[src/rtl/core/rmt_pkg.sv]
// Shared types and sizing constants for the running median tracker.
// Used by the cell chain, the median select tree, the top level and the checker.
package rmt_pkg;

    // Store depth and the widths that follow from it.
    localparam int MaxSamples = 1024;
    localparam int SampleW    = 16;
    localparam int IdxW       = (MaxSamples > 1) ? $clog2(MaxSamples) : 1;
    localparam int CntW       = $clog2(MaxSamples + 1);

    // The median select tree: groups of cells reduced first, then the groups.
    localparam int GrpSize    = 2 ** ((IdxW + 1) / 2);
    localparam int NumGrp     = (MaxSamples + GrpSize - 1) / GrpSize;

    typedef logic signed [SampleW-1:0] t_sample;
    typedef logic [IdxW-1:0]           t_idx;
    typedef logic [CntW-1:0]           t_cnt;

    // What one cell hands to its upper neighbor: its value and whether it shifts up.
    typedef struct packed {
        logic    gt;
        t_sample val;
    } t_link;

    // Item sequencer states.
    typedef enum logic [1:0] {
        ST_IDLE,
        ST_GATHER,
        ST_REDUCE
    } t_state;

endpackage

[src/rtl/core/rmt_cell.sv]
// One cell of the sorted sample chain: holds one stored sample in ascending order.
// Depends on rmt_pkg for the sample, index, count and link types.
module rmt_cell (
    input  logic            i_clk,
    input  logic            i_ins,
    input  rmt_pkg::t_idx   i_idx,
    input  rmt_pkg::t_cnt   i_count,
    input  rmt_pkg::t_sample i_sample,
    input  rmt_pkg::t_idx   i_med_idx,
    input  rmt_pkg::t_link  i_prev,
    output rmt_pkg::t_link  o_link,
    output rmt_pkg::t_sample o_pick
);
    import rmt_pkg::*;

    t_sample r_val;
    t_sample n_val;
    logic    w_occ;
    logic    w_at_end;
    logic    w_gt;

    // Position of this cell relative to the fill level of the store.
    assign w_occ    = t_cnt'(i_idx) < i_count;
    assign w_at_end = t_cnt'(i_idx) == i_count;

    // A stored sample greater than the new one moves up by one cell.
    assign w_gt = w_occ && (r_val > i_sample);

    // Take the lower neighbor's value if it moves up, else the new sample at the
    // insertion point, else keep what is stored.
    always_comb begin
        if (i_prev.gt) begin
            n_val = i_prev.val;
        end else if (w_gt || w_at_end) begin
            n_val = i_sample;
        end else begin
            n_val = r_val;
        end
    end

    always_ff @(posedge i_clk) begin
        if (i_ins) begin
            r_val <= n_val;
        end
    end

    assign o_link = '{gt: w_gt, val: r_val};

    // Only the cell at the median position drives its value into the select tree.
    assign o_pick = (i_idx == i_med_idx) ? r_val : '0;

endmodule

[config.mk]
export PLATFORM = sky130hd
export DESIGN_NAME = rmt_cell
export DESIGN_NICKNAME = d
export VERILOG_FILES = /design/src/rtl/core/rmt_pkg.sv /design/src/rtl/core/rmt_cell.sv
export SDC_FILE = /design/constraint.sdc
export NUM_CORES = 1
export LEC_CHECK = 0
export BUFFER_PORTS_ARGS = -buffer_cell sky130_fd_sc_hd__buf_2
export CAP_MARGIN = 20
export CORE_ASPECT_RATIO = 0.9
export CORE_UTILIZATION = 27
export CTS_CLUSTER_DIAMETER = 50
export DETAILED_ROUTE_END_ITERATION = 7
export PLACE_DENSITY_LB_ADDON = 0.08
export SYNTH_ARGS = -nofsm -noshare
export SYNTH_HDL_FRONTEND = slang
export SYNTH_SLANG_ARGS = --single-unit
[constraint.sdc]
create_clock -name i_clk -period 6 [get_ports i_clk]
set_input_delay 1.8 -clock i_clk [delete_from_list [all_inputs] [get_ports i_clk]]
set_output_delay 1.8 -clock i_clk [all_outputs]
set_load 0.01 [all_outputs]
==> results of run 1 <==
-- synth_stat cells (all sizes together), types with 2 or more instances --
library cell	number	share of area, %
a211oi	2	0.95
a21oi	7	2.5
and2	16	6.3
and4	2	1.1
buf	2	1.2
clkbuf	3	0.71
edfxtp	16	30
ha	26	21
inv	27	6.4
nand2	17	4.0
nand3	2	0.63
nand4	5	2.4
nand4b	2	1.1
nor2	2	0.48
nor3	3	0.95
nor4	2	2.1
o21ai	20	6.3
xnor2	8	4.4
xor2	2	1.1
-- kinds of logic after synthesis --
| logic type | Yosys count | share of synthesized area, % |
|---|---|---|
| xor gates and xnor gates | 10 | 5.54 |
| muxes | 1 | 0.713 |
| buffers and inverters | 32 | 8.31 |
| AOI/OAI and AO/OA | 36 | 14.0 |
| adders and majority gates | 26 | 20.6 |
| DFF | 16 | 30.4 |
| and+or+nand+nor | 54 | 20.4 |
-- stage by stage --
step,total power (W),instances,cell area [um2]
after floorplan,0.000223,175,1580
after global placement,0.000279,340,2150
after detailed placement,0.000279,340,2150
after CTS,0.000368,344,2200
after global routing,0.000392,344,2200
final,0.000361,344,2200
-- report_power, final --
part / leakage, nW / total (W) / internal [W] / switching [W]
logic: 1.00 / 0.000125 / 0.0000589 / 0.0000659
registers: 0.157 / 0.000150 / 0.000141 / 0.00000907
clock network: 0.0231 / 0.0000864 / 0.0000455 / 0.0000409
total: 1.18 / 0.000361 / 0.000245 / 0.000116
-- worst max-delay path, delay by kind of cell --
kind	cells	cell delay, ns
and+or+nand+nor	3	0.55
buffers and inverters	3	0.28
adders and majority gates	1	0.29
AOI/OAI and AO/OA	2	0.41
-- how the worst max path moves through the flow --
stage	from	to
finish	i_sample[9]	o_link[16]
global route	i_idx[4]	o_link[16]
CTS	i_sample[9]	o_link[16]
detailed placement	i_sample[9]	o_link[16]
global placement	i_sample[9]	o_link[16]
floorplan	i_sample[9]	o_link[16]
-- area by class of cell --
cell class	instances	area, um2	area share, %
Tap cell	70	87.6	3.98
Timing Repair Buffer	100	505	23.0
Inverter	27	101	4.61
Sequential cell	16	480	21.8
Multi-Input combinational cell	127	980	44.5
Clock buffer	3	41.3	1.88
Clock inverter	1	3.75	0.171
-- cells in the final DEF (no fill, tap or decap), types with 2 or more instances in the layout --
cell type                  Yosys  final
sky130_fd_sc_hd__edfxtp_1     16     16
sky130_fd_sc_hd__and2_1       16     16
sky130_fd_sc_hd__xor2_1        2      2
sky130_fd_sc_hd__nand2_1      17     17
sky130_fd_sc_hd__and4_1        2      2
sky130_fd_sc_hd__a211oi_1      2      2
sky130_fd_sc_hd__nor3_1        3      3
sky130_fd_sc_hd__o21ai_0      20     20
sky130_fd_sc_hd__buf_4         1      2
sky130_fd_sc_hd__buf_2         0     98
sky130_fd_sc_hd__a21oi_1       6      6
sky130_fd_sc_hd__inv_1        27     27
sky130_fd_sc_hd__clkbuf_8      0      3
sky130_fd_sc_hd__nor2_1        2      2
sky130_fd_sc_hd__nand3_1       2      2
sky130_fd_sc_hd__nand4b_1      2      2
sky130_fd_sc_hd__nand4_1       4      4
sky130_fd_sc_hd__ha_1         26     26
sky130_fd_sc_hd__xnor2_1       8      8
-- layer usage --
layer	part of all wire (%)	vias up	routed length (um)
met3	10	2	424
met5	0	-	0
met4	0.54	0	22
met2	43	59	1760
li1	-	808	-
met1	46	650	1890
==> results.sh, run 1 <==
export IMPL_timing_critical_path_required_ns=4.20
export IMPL_clockBufferDepth=2
export IMPL_clock_latency_ns=0.25
export IMPL_final_max_slew_viol_count=0
export IMPL_grt_max_degree=33
export IMPL_grt_setup_unrepaired="no"
export IMPL_reg_largest_list="r_val x16"
export IMPL_synth_yosys_seq_area_share_pct=30.4
export IMPL_post_syn_area_um2=1580
export IMPL_synthesis_area_per_instance_um2=9.03
export IMPL_utilization_pct=38.9
export IMPL_timing_fmax_mhz=194
export IMPL_setup_worst_path_start_class="input port"
export IMPL_final_setup_viol_count=0
export IMPL_final_fill_count=616
export IMPL_ctsHoldBuffers=0
export IMPL_gr_usage_met2_pct=21.9
export IMPL_cts_repair_resize_count=0
export IMPL_initial_core_util_pct=27.9
export IMPL_synth_edff_count=16
export IMPL_timing_clock_skew_ns=0.00288
export IMPL_cts_repair_timing_setup_buffer_count=0
export IMPL_worst_path_max_delay_cell="sky130_fd_sc_hd__nor4_2"
export IMPL_final_period_minus_worst_setup_slack_ns=5.15
export IMPL_globalplace_congestion=0.733
export IMPL_drv_cap=0
export IMPL_hpwl_mm=3.43
export IMPL_static_leakage_power_nw=1.18
export IMPL_number_of_nets_with_antenna_violations_after_routing=0
export IMPL_critPathArrivalTime_ns=3.35
export IMPL_worst_setup_path_category="in -> out"
export IMPL_netlist_instances=175
export IMPL_whs_ns=1.22
export IMPL_regMostFlops="r_val"
export IMPL_finish_net_count=367
export IMPL_timing_setup_tns_ns=0
export IMPL_floorplan_core_area_um2=5660
export IMPL_design_portCount=99
export IMPL_vias=1519
export IMPL_y_dimension_of_the_die_um=74.6
export IMPL_final_min_period_over_clock_period_pct=85.8
export IMPL_port_buffers=98
export IMPL_reg2reg_setup_slack_ns=3.66
export IMPL_finalWirelength_mm=4.10
export IMPL_timing_hold_worst_endpoint="r_val[11]$_DFFE_PP_"
export IMPL_die_w_um=82.6
export IMPL_drive_above_1_share_pct=40.1
export IMPL_power_density_nw_per_um2=164
export IMPL_postSynth_asyncResetShare_pct=0
export IMPL_first_pass_grt_wire_length_mm=6.20
export IMPL_post_synth_num_cell_types=34
export IMPL_antenna_found_initial=0
export IMPL_critPathMostFrequentCell="sky130_fd_sc_hd__buf_2"
export IMPL_cp_max_fo=2
export IMPL_status="completed"
export IMPL_final_critical_path_setup_slack_ns=0.853
export IMPL_antenna_cells_inserted=0
export IMPL_synthesis_nets=267
export IMPL_drt_drc_violations_left=0
export IMPL_global_routing_s_busiest_layer="met2"
export IMPL_max_slew_worst_pin_slew_ns=0.518
export IMPL_worst_r2r_endpoint="r_val[14]$_DFFE_PP_"
export IMPL_routed_wire_length_per_instance_um=11.9
export IMPL_grt_total_usage_pct=13.8
export IMPL_crit_path_end_kind="primary output"
export IMPL_clkSinkCount=16
export IMPL_synth_flop_cell="sky130_fd_sc_hd__edfxtp_1"
export IMPL_area_growth_synth_to_final_pct=39.2
export IMPL_grt_pass1_vias=1352
export IMPL_met1_usage_pct=18.0
export IMPL_postSynthRegisterBits=16
export IMPL_cts_buffer_count=3
export IMPL_timing_slew_headroom_pct=65.5
export IMPL_rows=26
export IMPL_clk_pin_slew_worst_paths_ns=0.07
export IMPL_critPathMaxStageDelay_ns=0.38
export IMPL_crit_path_cells="buf_2 -> inv_1 -> ha_1 -> a211oi_1 -> nor2_1 -> o21a_1 -> nor4_2 -> nor3_1 -> buf_2"
export IMPL_timing_hold_worst_start="r_val[15]$_DFFE_PP_"
export IMPL_vdd_ir_drop_max_mv=0.0759
export IMPL_detail_route_iter0_violations=33
export IMPL_globalRouteMet3Util_pct=4.79
export IMPL_cts_tree="built"
export IMPL_cts_htree_levels=1
export IMPL_number_of_hold_violations_in_the_final_report=0
export IMPL_worstHoldPathType="reg -> reg"
export IMPL_clockRootBuffer="sky130_fd_sc_hd__clkbuf_8"
export IMPL_dieArea_um2=6160
export IMPL_pre_cts_slack_ns=0.826
export IMPL_drt_pass1_iter_count=4
export IMPL_worst_r2r_startpoint="r_val[13]$_DFFE_PP_"
export IMPL_yosys_warnings=0
export IMPL_timing_hold_worst_path_depth=4
export IMPL_largest_register_ff_count=16
export IMPL_timing_reg2reg_worst_path_depth=7
export IMPL_grt_overflow_total=0
export IMPL_routed_via_density=4.42
No activity file was read; power rests on OpenSTA's default activity.
==> run 2, diff against run 1 <==
--- a/config.mk
+++ b/config.mk
@@ -5,7 +5,7 @@
 export SDC_FILE = /design/constraint.sdc
 export NUM_CORES = 1
 export LEC_CHECK = 0
-export BUFFER_PORTS_ARGS = -buffer_cell sky130_fd_sc_hd__buf_2
+export BUFFER_PORTS_ARGS = -buffer_cell sky130_fd_sc_hd__buf_4
 export CAP_MARGIN = 20
 export CORE_ASPECT_RATIO = 0.9
 export CORE_UTILIZATION = 27
==> run 2 against run 1 <==
Wire length is 2.3% higher. Die area unchanged. Critical endpoint unchanged. Critical path type unchanged. Cell count stayed put. Largest cell class unchanged. First-iteration DRC count grew 3.0%. Global-route usage decreased by 0.31 points. Clock skew is 0.0013 ns lower. Combinational power rose by 14%.
==> results.sh, run 2 (synthesis results as in run 1) <==
export IMPL_status="completed"
export IMPL_worst_setup_path_category="in -> out"
export IMPL_total_power_after_layout_w=0.000376
export IMPL_power_density_nw_per_um2=154
export IMPL_clkSinkCount=16
export IMPL_static_leakage_power_nw=1.25
export IMPL_timing_slew_headroom_pct=65.2
export IMPL_switching_share_pct=30.0
export IMPL_switching_pwr_w=0.000113
export IMPL_routed_via_density=4.52
export IMPL_rows=26
export IMPL_clk_pin_slew_worst_paths_ns=0.06
export IMPL_ctsHoldBuffers=0
export IMPL_dieArea_um2=6160
export IMPL_final_setup_viol_count=0
export IMPL_port_buffers=98
export IMPL_worstHoldPathType="reg -> reg"
export IMPL_setup_worst_path_start_class="input port"
export IMPL_grt_pass1_vias=1367
export IMPL_utilization_pct=43.2
export IMPL_drt_drc_violations_left=0
export IMPL_y_dimension_of_the_die_um=74.6
export IMPL_vias=1554
export IMPL_grt_overflow_total=0
export IMPL_routed_wire_length_per_instance_um=12.2
export IMPL_pre_cts_slack_ns=0.815
export IMPL_drv_cap=0
export IMPL_critPathMaxStageDelay_ns=0.38
export IMPL_seq_power_share_pct=40.0
export IMPL_detail_route_iter0_violations=34
export IMPL_hpwl_mm=3.55
export IMPL_antenna_found_initial=0
export IMPL_clockBufferDepth=2
export IMPL_power_frac_comb_pct=38.1
export IMPL_largest_register_ff_count=16
export IMPL_drt_pass1_iter_count=5
export IMPL_globalplace_congestion=0.714
export IMPL_max_slew_worst_pin_slew_ns=0.517
export IMPL_cts_tree="built"
export IMPL_cts_repair_timing_setup_buffer_count=0
export IMPL_first_pass_grt_wire_length_mm=6.18
export IMPL_clockRootBuffer="sky130_fd_sc_hd__clkbuf_8"
export IMPL_power_share_clock_pct=21.8
export IMPL_floorplan_core_area_um2=5660
export IMPL_cts_htree_levels=1
export IMPL_final_critical_path_setup_slack_ns=0.851
export IMPL_reg_largest_list="r_val x16"
export IMPL_area_growth_synth_to_final_pct=54.7
export IMPL_vdd_ir_drop_max_mv=0.111
export IMPL_die_w_um=82.6
export IMPL_antenna_cells_inserted=0
export IMPL_regMostFlops="r_val"
export IMPL_number_of_hold_violations_in_the_final_report=0
export IMPL_grt_total_usage_pct=13.5
export IMPL_critPathArrivalTime_ns=3.35
export IMPL_final_period_minus_worst_setup_slack_ns=5.15
export IMPL_finish_net_count=367
export IMPL_cp_buffers_inverters=3
export IMPL_finalWirelength_mm=4.20
export IMPL_cts_buffer_count=3
export IMPL_final_fill_count=583
export IMPL_cts_repair_resize_count=0
export IMPL_timing_fmax_mhz=194
export IMPL_worst_path_max_delay_cell="sky130_fd_sc_hd__nor4_2"
export IMPL_layout_cells_most_common="sky130_fd_sc_hd__buf_4"
export IMPL_critPathMostFrequentCell="sky130_fd_sc_hd__buf_4"
export IMPL_final_max_slew_viol_count=0
export IMPL_cp_max_fo=2
export IMPL_initial_core_util_pct=27.9
export IMPL_timing_critical_path_required_ns=4.20
export IMPL_design_portCount=99
export IMPL_final_min_period_over_clock_period_pct=85.8
export IMPL_number_of_nets_with_antenna_violations_after_routing=0
export IMPL_p_int_w=0.000264
export IMPL_grt_setup_unrepaired="no"
export IMPL_layout_cells_most_common_list="sky130_fd_sc_hd__buf_4, sky130_fd_sc_hd__inv_1, sky130_fd_sc_hd__ha_1"
export IMPL_crit_path_cells="buf_4 -> inv_1 -> ha_1 -> a211oi_1 -> nor2_1 -> o21a_1 -> nor4_2 -> nor3_1 -> buf_4"
export IMPL_timing_clock_skew_ns=0.00161
export IMPL_drive_above_1_share_pct=40.1
export IMPL_grt_max_degree=33
export IMPL_crit_path_end_kind="primary output"
export IMPL_timing_setup_tns_ns=0
export IMPL_clock_latency_ns=0.24
export IMPL_critical_path_top_delay_family="simple AND/OR/NAND/NOR gates"
-- run 2: path summary, 6_finish.rpt --
path	startpoint	to	slack, ns	depth (start not counted)
max	i_sample[9]	o_link[16]	0.85	9
max reg2reg	r_val[15]$_DFFE_PP_	r_val[12]$_DFFE_PP_	3.67	7
min	r_val[15]$_DFFE_PP_	r_val[10]$_DFFE_PP_	1.23	4
min reg2reg	r_val[15]$_DFFE_PP_	r_val[10]$_DFFE_PP_	1.23	4
-- run 2: routing by layer --
layer | wire (um) | global-route usage [%] | vias to the layer above
li1 | - | - | 809
met1 | 1980 | 17.6 | 684
met2 | 1810 | 22.7 | 59
met3 | 384 | 3.31 | 2
met4 | 22 | 2.30 | 0
met5 | 0 | 0 | -
-- run 2: stage by stage --
stage / area (um2) / instances / hold WS, ns
floorplan: 1580 / 175 / 1.16
global placement: 2400 / 340 / 1.22
detailed placement: 2400 / 340 / 1.22
CTS: 2440 / 344 / 1.23
global route: 2440 / 344 / 1.29
finish: 2440 / 344 / 1.23
-- run 2: cell type report --
class	instances	area, um2	area share (%)
flip-flops and latches	16	480	19.7
multi-input cells	127	980	40.1
well taps	70	87.6	3.58
clock buffers	3	41.3	1.69
inverters	27	101	4.15
repair buffers	100	751	30.7
clock inverters	1	3.75	0.154
-- run 2: power by group through the flow --
stage	Combinational (W)	Sequential, W	Clock, W
2_1_floorplan	0.0000663	0.000157	0
3_3_place_gp	0.000145	0.000153	0
3_5_place_dp	0.000146	0.000153	0
4_1_cts	0.000146	0.000151	0.0000868
5_1_grt	0.000162	0.000153	0.0000928
6_report	0.000143	0.000151	0.0000821
-- run 2: worst reg2reg max path, delay by kind of cell (launching register included) --
family          cells  cell delay [ns]
flops               1             0.43
buf+inv             1             0.30
fa+ha+maj           1             0.33
compound gates      3             0.63
simple gates        2             0.34
==> run 3, diff against run 2 <==
--- a/config.mk
+++ b/config.mk
@@ -8,7 +8,7 @@
 export BUFFER_PORTS_ARGS = -buffer_cell sky130_fd_sc_hd__buf_4
 export CAP_MARGIN = 20
 export CORE_ASPECT_RATIO = 0.9
-export CORE_UTILIZATION = 27
+export CORE_UTILIZATION = 47
 export CTS_CLUSTER_DIAMETER = 50
 export DETAILED_ROUTE_END_ITERATION = 7
 export PLACE_DENSITY_LB_ADDON = 0.08
==> run 3 against run 2 <==
Clock skew decreased by 0.00080 ns. Critical path depth unchanged. Cell area is 1.6% lower. Non-clock buffer count down 1. Worst setup slack worse by 0.044 ns. Fmax shrank 0.85%. Sequential share of layout area is 0.32 points higher. Combinational power is essentially flat. Wire length shrank 3.7%. Via count is 0.64% higher. Highest routed layer unchanged.
==> results.sh, run 3 (synthesis results as in run 1) <==
export IMPL_drv_cap=0
export IMPL_design_portCount=99
export IMPL_final_setup_viol_count=0
export IMPL_clock_latency_ns=0.25
export IMPL_timing_hold_worst_start="r_val[15]$_DFFE_PP_"
export IMPL_routed_wire_length_per_instance_um=12.8
export IMPL_clkSinkCount=16
export IMPL_finish_net_count=366
export IMPL_timing_slew_headroom_pct=51.1
export IMPL_drt_drc_violations_left=0
export IMPL_multi_input_area_um2=980
export IMPL_cts_repair_resize_count=0
export IMPL_antenna_cells_inserted=0
export IMPL_drive_above_1_share_pct=39.9
export IMPL_hpwl_mm=3.37
export IMPL_grt_setup_unrepaired="no"
export IMPL_static_leakage_power_nw=1.25
export IMPL_switching_pwr_w=0.000116
export IMPL_floorplan_core_area_um2=3140
export IMPL_port_buffers=98
export IMPL_dieArea_um2=3600
export IMPL_timing_clock_skew_ns=0.000807
export IMPL_die_w_um=63.1
export IMPL_antenna_found_initial=0
export IMPL_cp_max_fo=2
export IMPL_clockBufferDepth=2
export IMPL_detail_route_iter0_violations=33
export IMPL_y_dimension_of_the_die_um=57.0
export IMPL_timing_hold_worst_path_depth=3
export IMPL_cts_repair_timing_setup_buffer_count=0
export IMPL_worstHoldPathType="reg -> reg"
export IMPL_final_critical_path_setup_slack_ns=0.807
export IMPL_worst_r2r_startpoint="r_val[15]$_DFFE_PP_"
export IMPL_layoutNonFillerInstCount=315
export IMPL_layout_cells_most_common="sky130_fd_sc_hd__buf_4"
export IMPL_worst_setup_path_category="in -> out"
export IMPL_worst_setup_path_startpoint="i_sample[9]"
export IMPL_first_pass_grt_wire_length_mm=6.45
export IMPL_final_period_minus_worst_setup_slack_ns=5.19
export IMPL_critPathMostFrequentCell="sky130_fd_sc_hd__buf_4"
export IMPL_clockRootBuffer="sky130_fd_sc_hd__clkbuf_8"
export IMPL_grt_total_usage_pct=23.0
export IMPL_cts_tree="built"
export IMPL_setup_worst_path_start_class="input port"
export IMPL_vias=1564
export IMPL_critical_path_top_delay_family="simple AND/OR/NAND/NOR gates"
export IMPL_p_int_w=0.000265
export IMPL_grt_pass1_vias=1454
export IMPL_placed_cells_incl_taps=310
export IMPL_timing_critical_path_required_ns=4.20
export IMPL_power_density_nw_per_um2=158
export IMPL_reg_largest_list="r_val x16"
export IMPL_timing_reg2reg_worst_path_depth=7
export IMPL_globalplace_congestion=0.793
export IMPL_crit_path_end_kind="primary output"
export IMPL_vdd_ir_drop_max_mv=0.160
export IMPL_power_frac_comb_pct=38.4
export IMPL_power_share_clock_pct=22.1
export IMPL_switching_share_pct=30.4
export IMPL_pre_cts_slack_ns=0.776
export IMPL_worst_path_max_delay_cell="sky130_fd_sc_hd__nor4_2"
export IMPL_number_of_hold_violations_in_the_final_report=0
export IMPL_final_fill_count=256
export IMPL_number_of_logic_stages_on_the_critical_path_including_buffering=9
export IMPL_final_max_slew_viol_count=0
export IMPL_layout_cells_most_common_list="sky130_fd_sc_hd__buf_4, sky130_fd_sc_hd__inv_1, sky130_fd_sc_hd__ha_1"
export IMPL_status="completed"
export IMPL_seq_power_share_pct=39.5
export IMPL_max_slew_worst_pin_slew_ns=0.728
export IMPL_cts_htree_levels=1
export IMPL_layout_cell_area_non_filler_um2=2410
export IMPL_critPathArrivalTime_ns=3.39
export IMPL_regMostFlops="r_val"
export IMPL_critPathMaxStageDelay_ns=0.39
export IMPL_drt_pass1_iter_count=4
export IMPL_placement_cell_area_um2=2350
export IMPL_cts_buffer_count=3
export IMPL_cp_buffers_inverters=3
export IMPL_largest_register_ff_count=16
export IMPL_regArea_um2=480
export IMPL_area_growth_synth_to_final_pct=52.3
export IMPL_initial_core_util_pct=50.4
export IMPL_final_min_period_over_clock_period_pct=86.5
export IMPL_timing_fmax_mhz=193
export IMPL_crit_path_cells="buf_4 -> inv_1 -> ha_1 -> a211oi_1 -> nor2_1 -> o21a_1 -> nor4_2 -> nor3_1 -> buf_4"
export IMPL_number_of_nets_with_antenna_violations_after_routing=0
export IMPL_ctsHoldBuffers=0
export IMPL_grt_max_degree=33
export IMPL_timing_setup_tns_ns=0
export IMPL_grt_overflow_total=0
export IMPL_clk_pin_slew_worst_paths_ns=0.07
export IMPL_routed_via_density=4.97
export IMPL_finalWirelength_mm=4.04
export IMPL_rows=19
## run 3: cell types whose count changed in the layout (fill, tap and decap cells not counted), sizes merged
cell | before | now
buf | 100 | 99
## run 3: through the flow
stage / hold slack (ns) / util (%) / total power, W
after detailed placement: 1.18 / 74.9 / 0.000297
final: 1.05 / 76.7 / 0.000380
after global placement: 1.18 / 74.9 / 0.000292
after global routing: 1.06 / 76.7 / 0.000405
after floorplan: 1.16 / - / 0.000223
after CTS: 1.19 / 76.3 / 0.000381
## run 3: final timing paths
kind / end / slack, ns
max: o_link[16] / 0.81
min: r_val[10]$_DFFE_PP_ / 1.05
max reg2reg: r_val[2]$_DFFE_PP_ / 3.64
min reg2reg: r_val[10]$_DFFE_PP_ / 1.05
## run 3: power groups by stage
| stage | combinational, W | clock [W] | sequential [W] |
|---|---|---|---|
| 2_1_floorplan | 0.0000663 | 0 | 0.000157 |
| 3_3_place_gp | 0.000140 | 0 | 0.000152 |
| 3_5_place_dp | 0.000144 | 0 | 0.000153 |
| 4_1_cts | 0.000145 | 0.0000855 | 0.000150 |
| 5_1_grt | 0.000164 | 0.0000895 | 0.000152 |
| 6_report | 0.000146 | 0.0000841 | 0.000150 |
## run 3: tightest hold or removal path, stage by stage, from the launching register on
cell,delay [ns]
sky130_fd_sc_hd__edfxtp_1,0.40
sky130_fd_sc_hd__ha_1,0.21
sky130_fd_sc_hd__o21ba_2,0.19
sky130_fd_sc_hd__o41ai_4,0.08
## run 3: cell type report
class	instances	share of cell area, %
inverters	27	4.21
repair buffers	99	31.0
clock buffers	3	1.72
well taps	42	2.18
multi-input cells	127	40.7
flip-flops and latches	16	20.0
clock inverters	1	0.156
## run 3: routing by layer
metal  share of wire (%)  global-route usage (%)
met5                   0                       0
met4                0.62                    5.98
met3                 6.3                    4.20
met2                  50                    42.5
met1                  43                    27.5
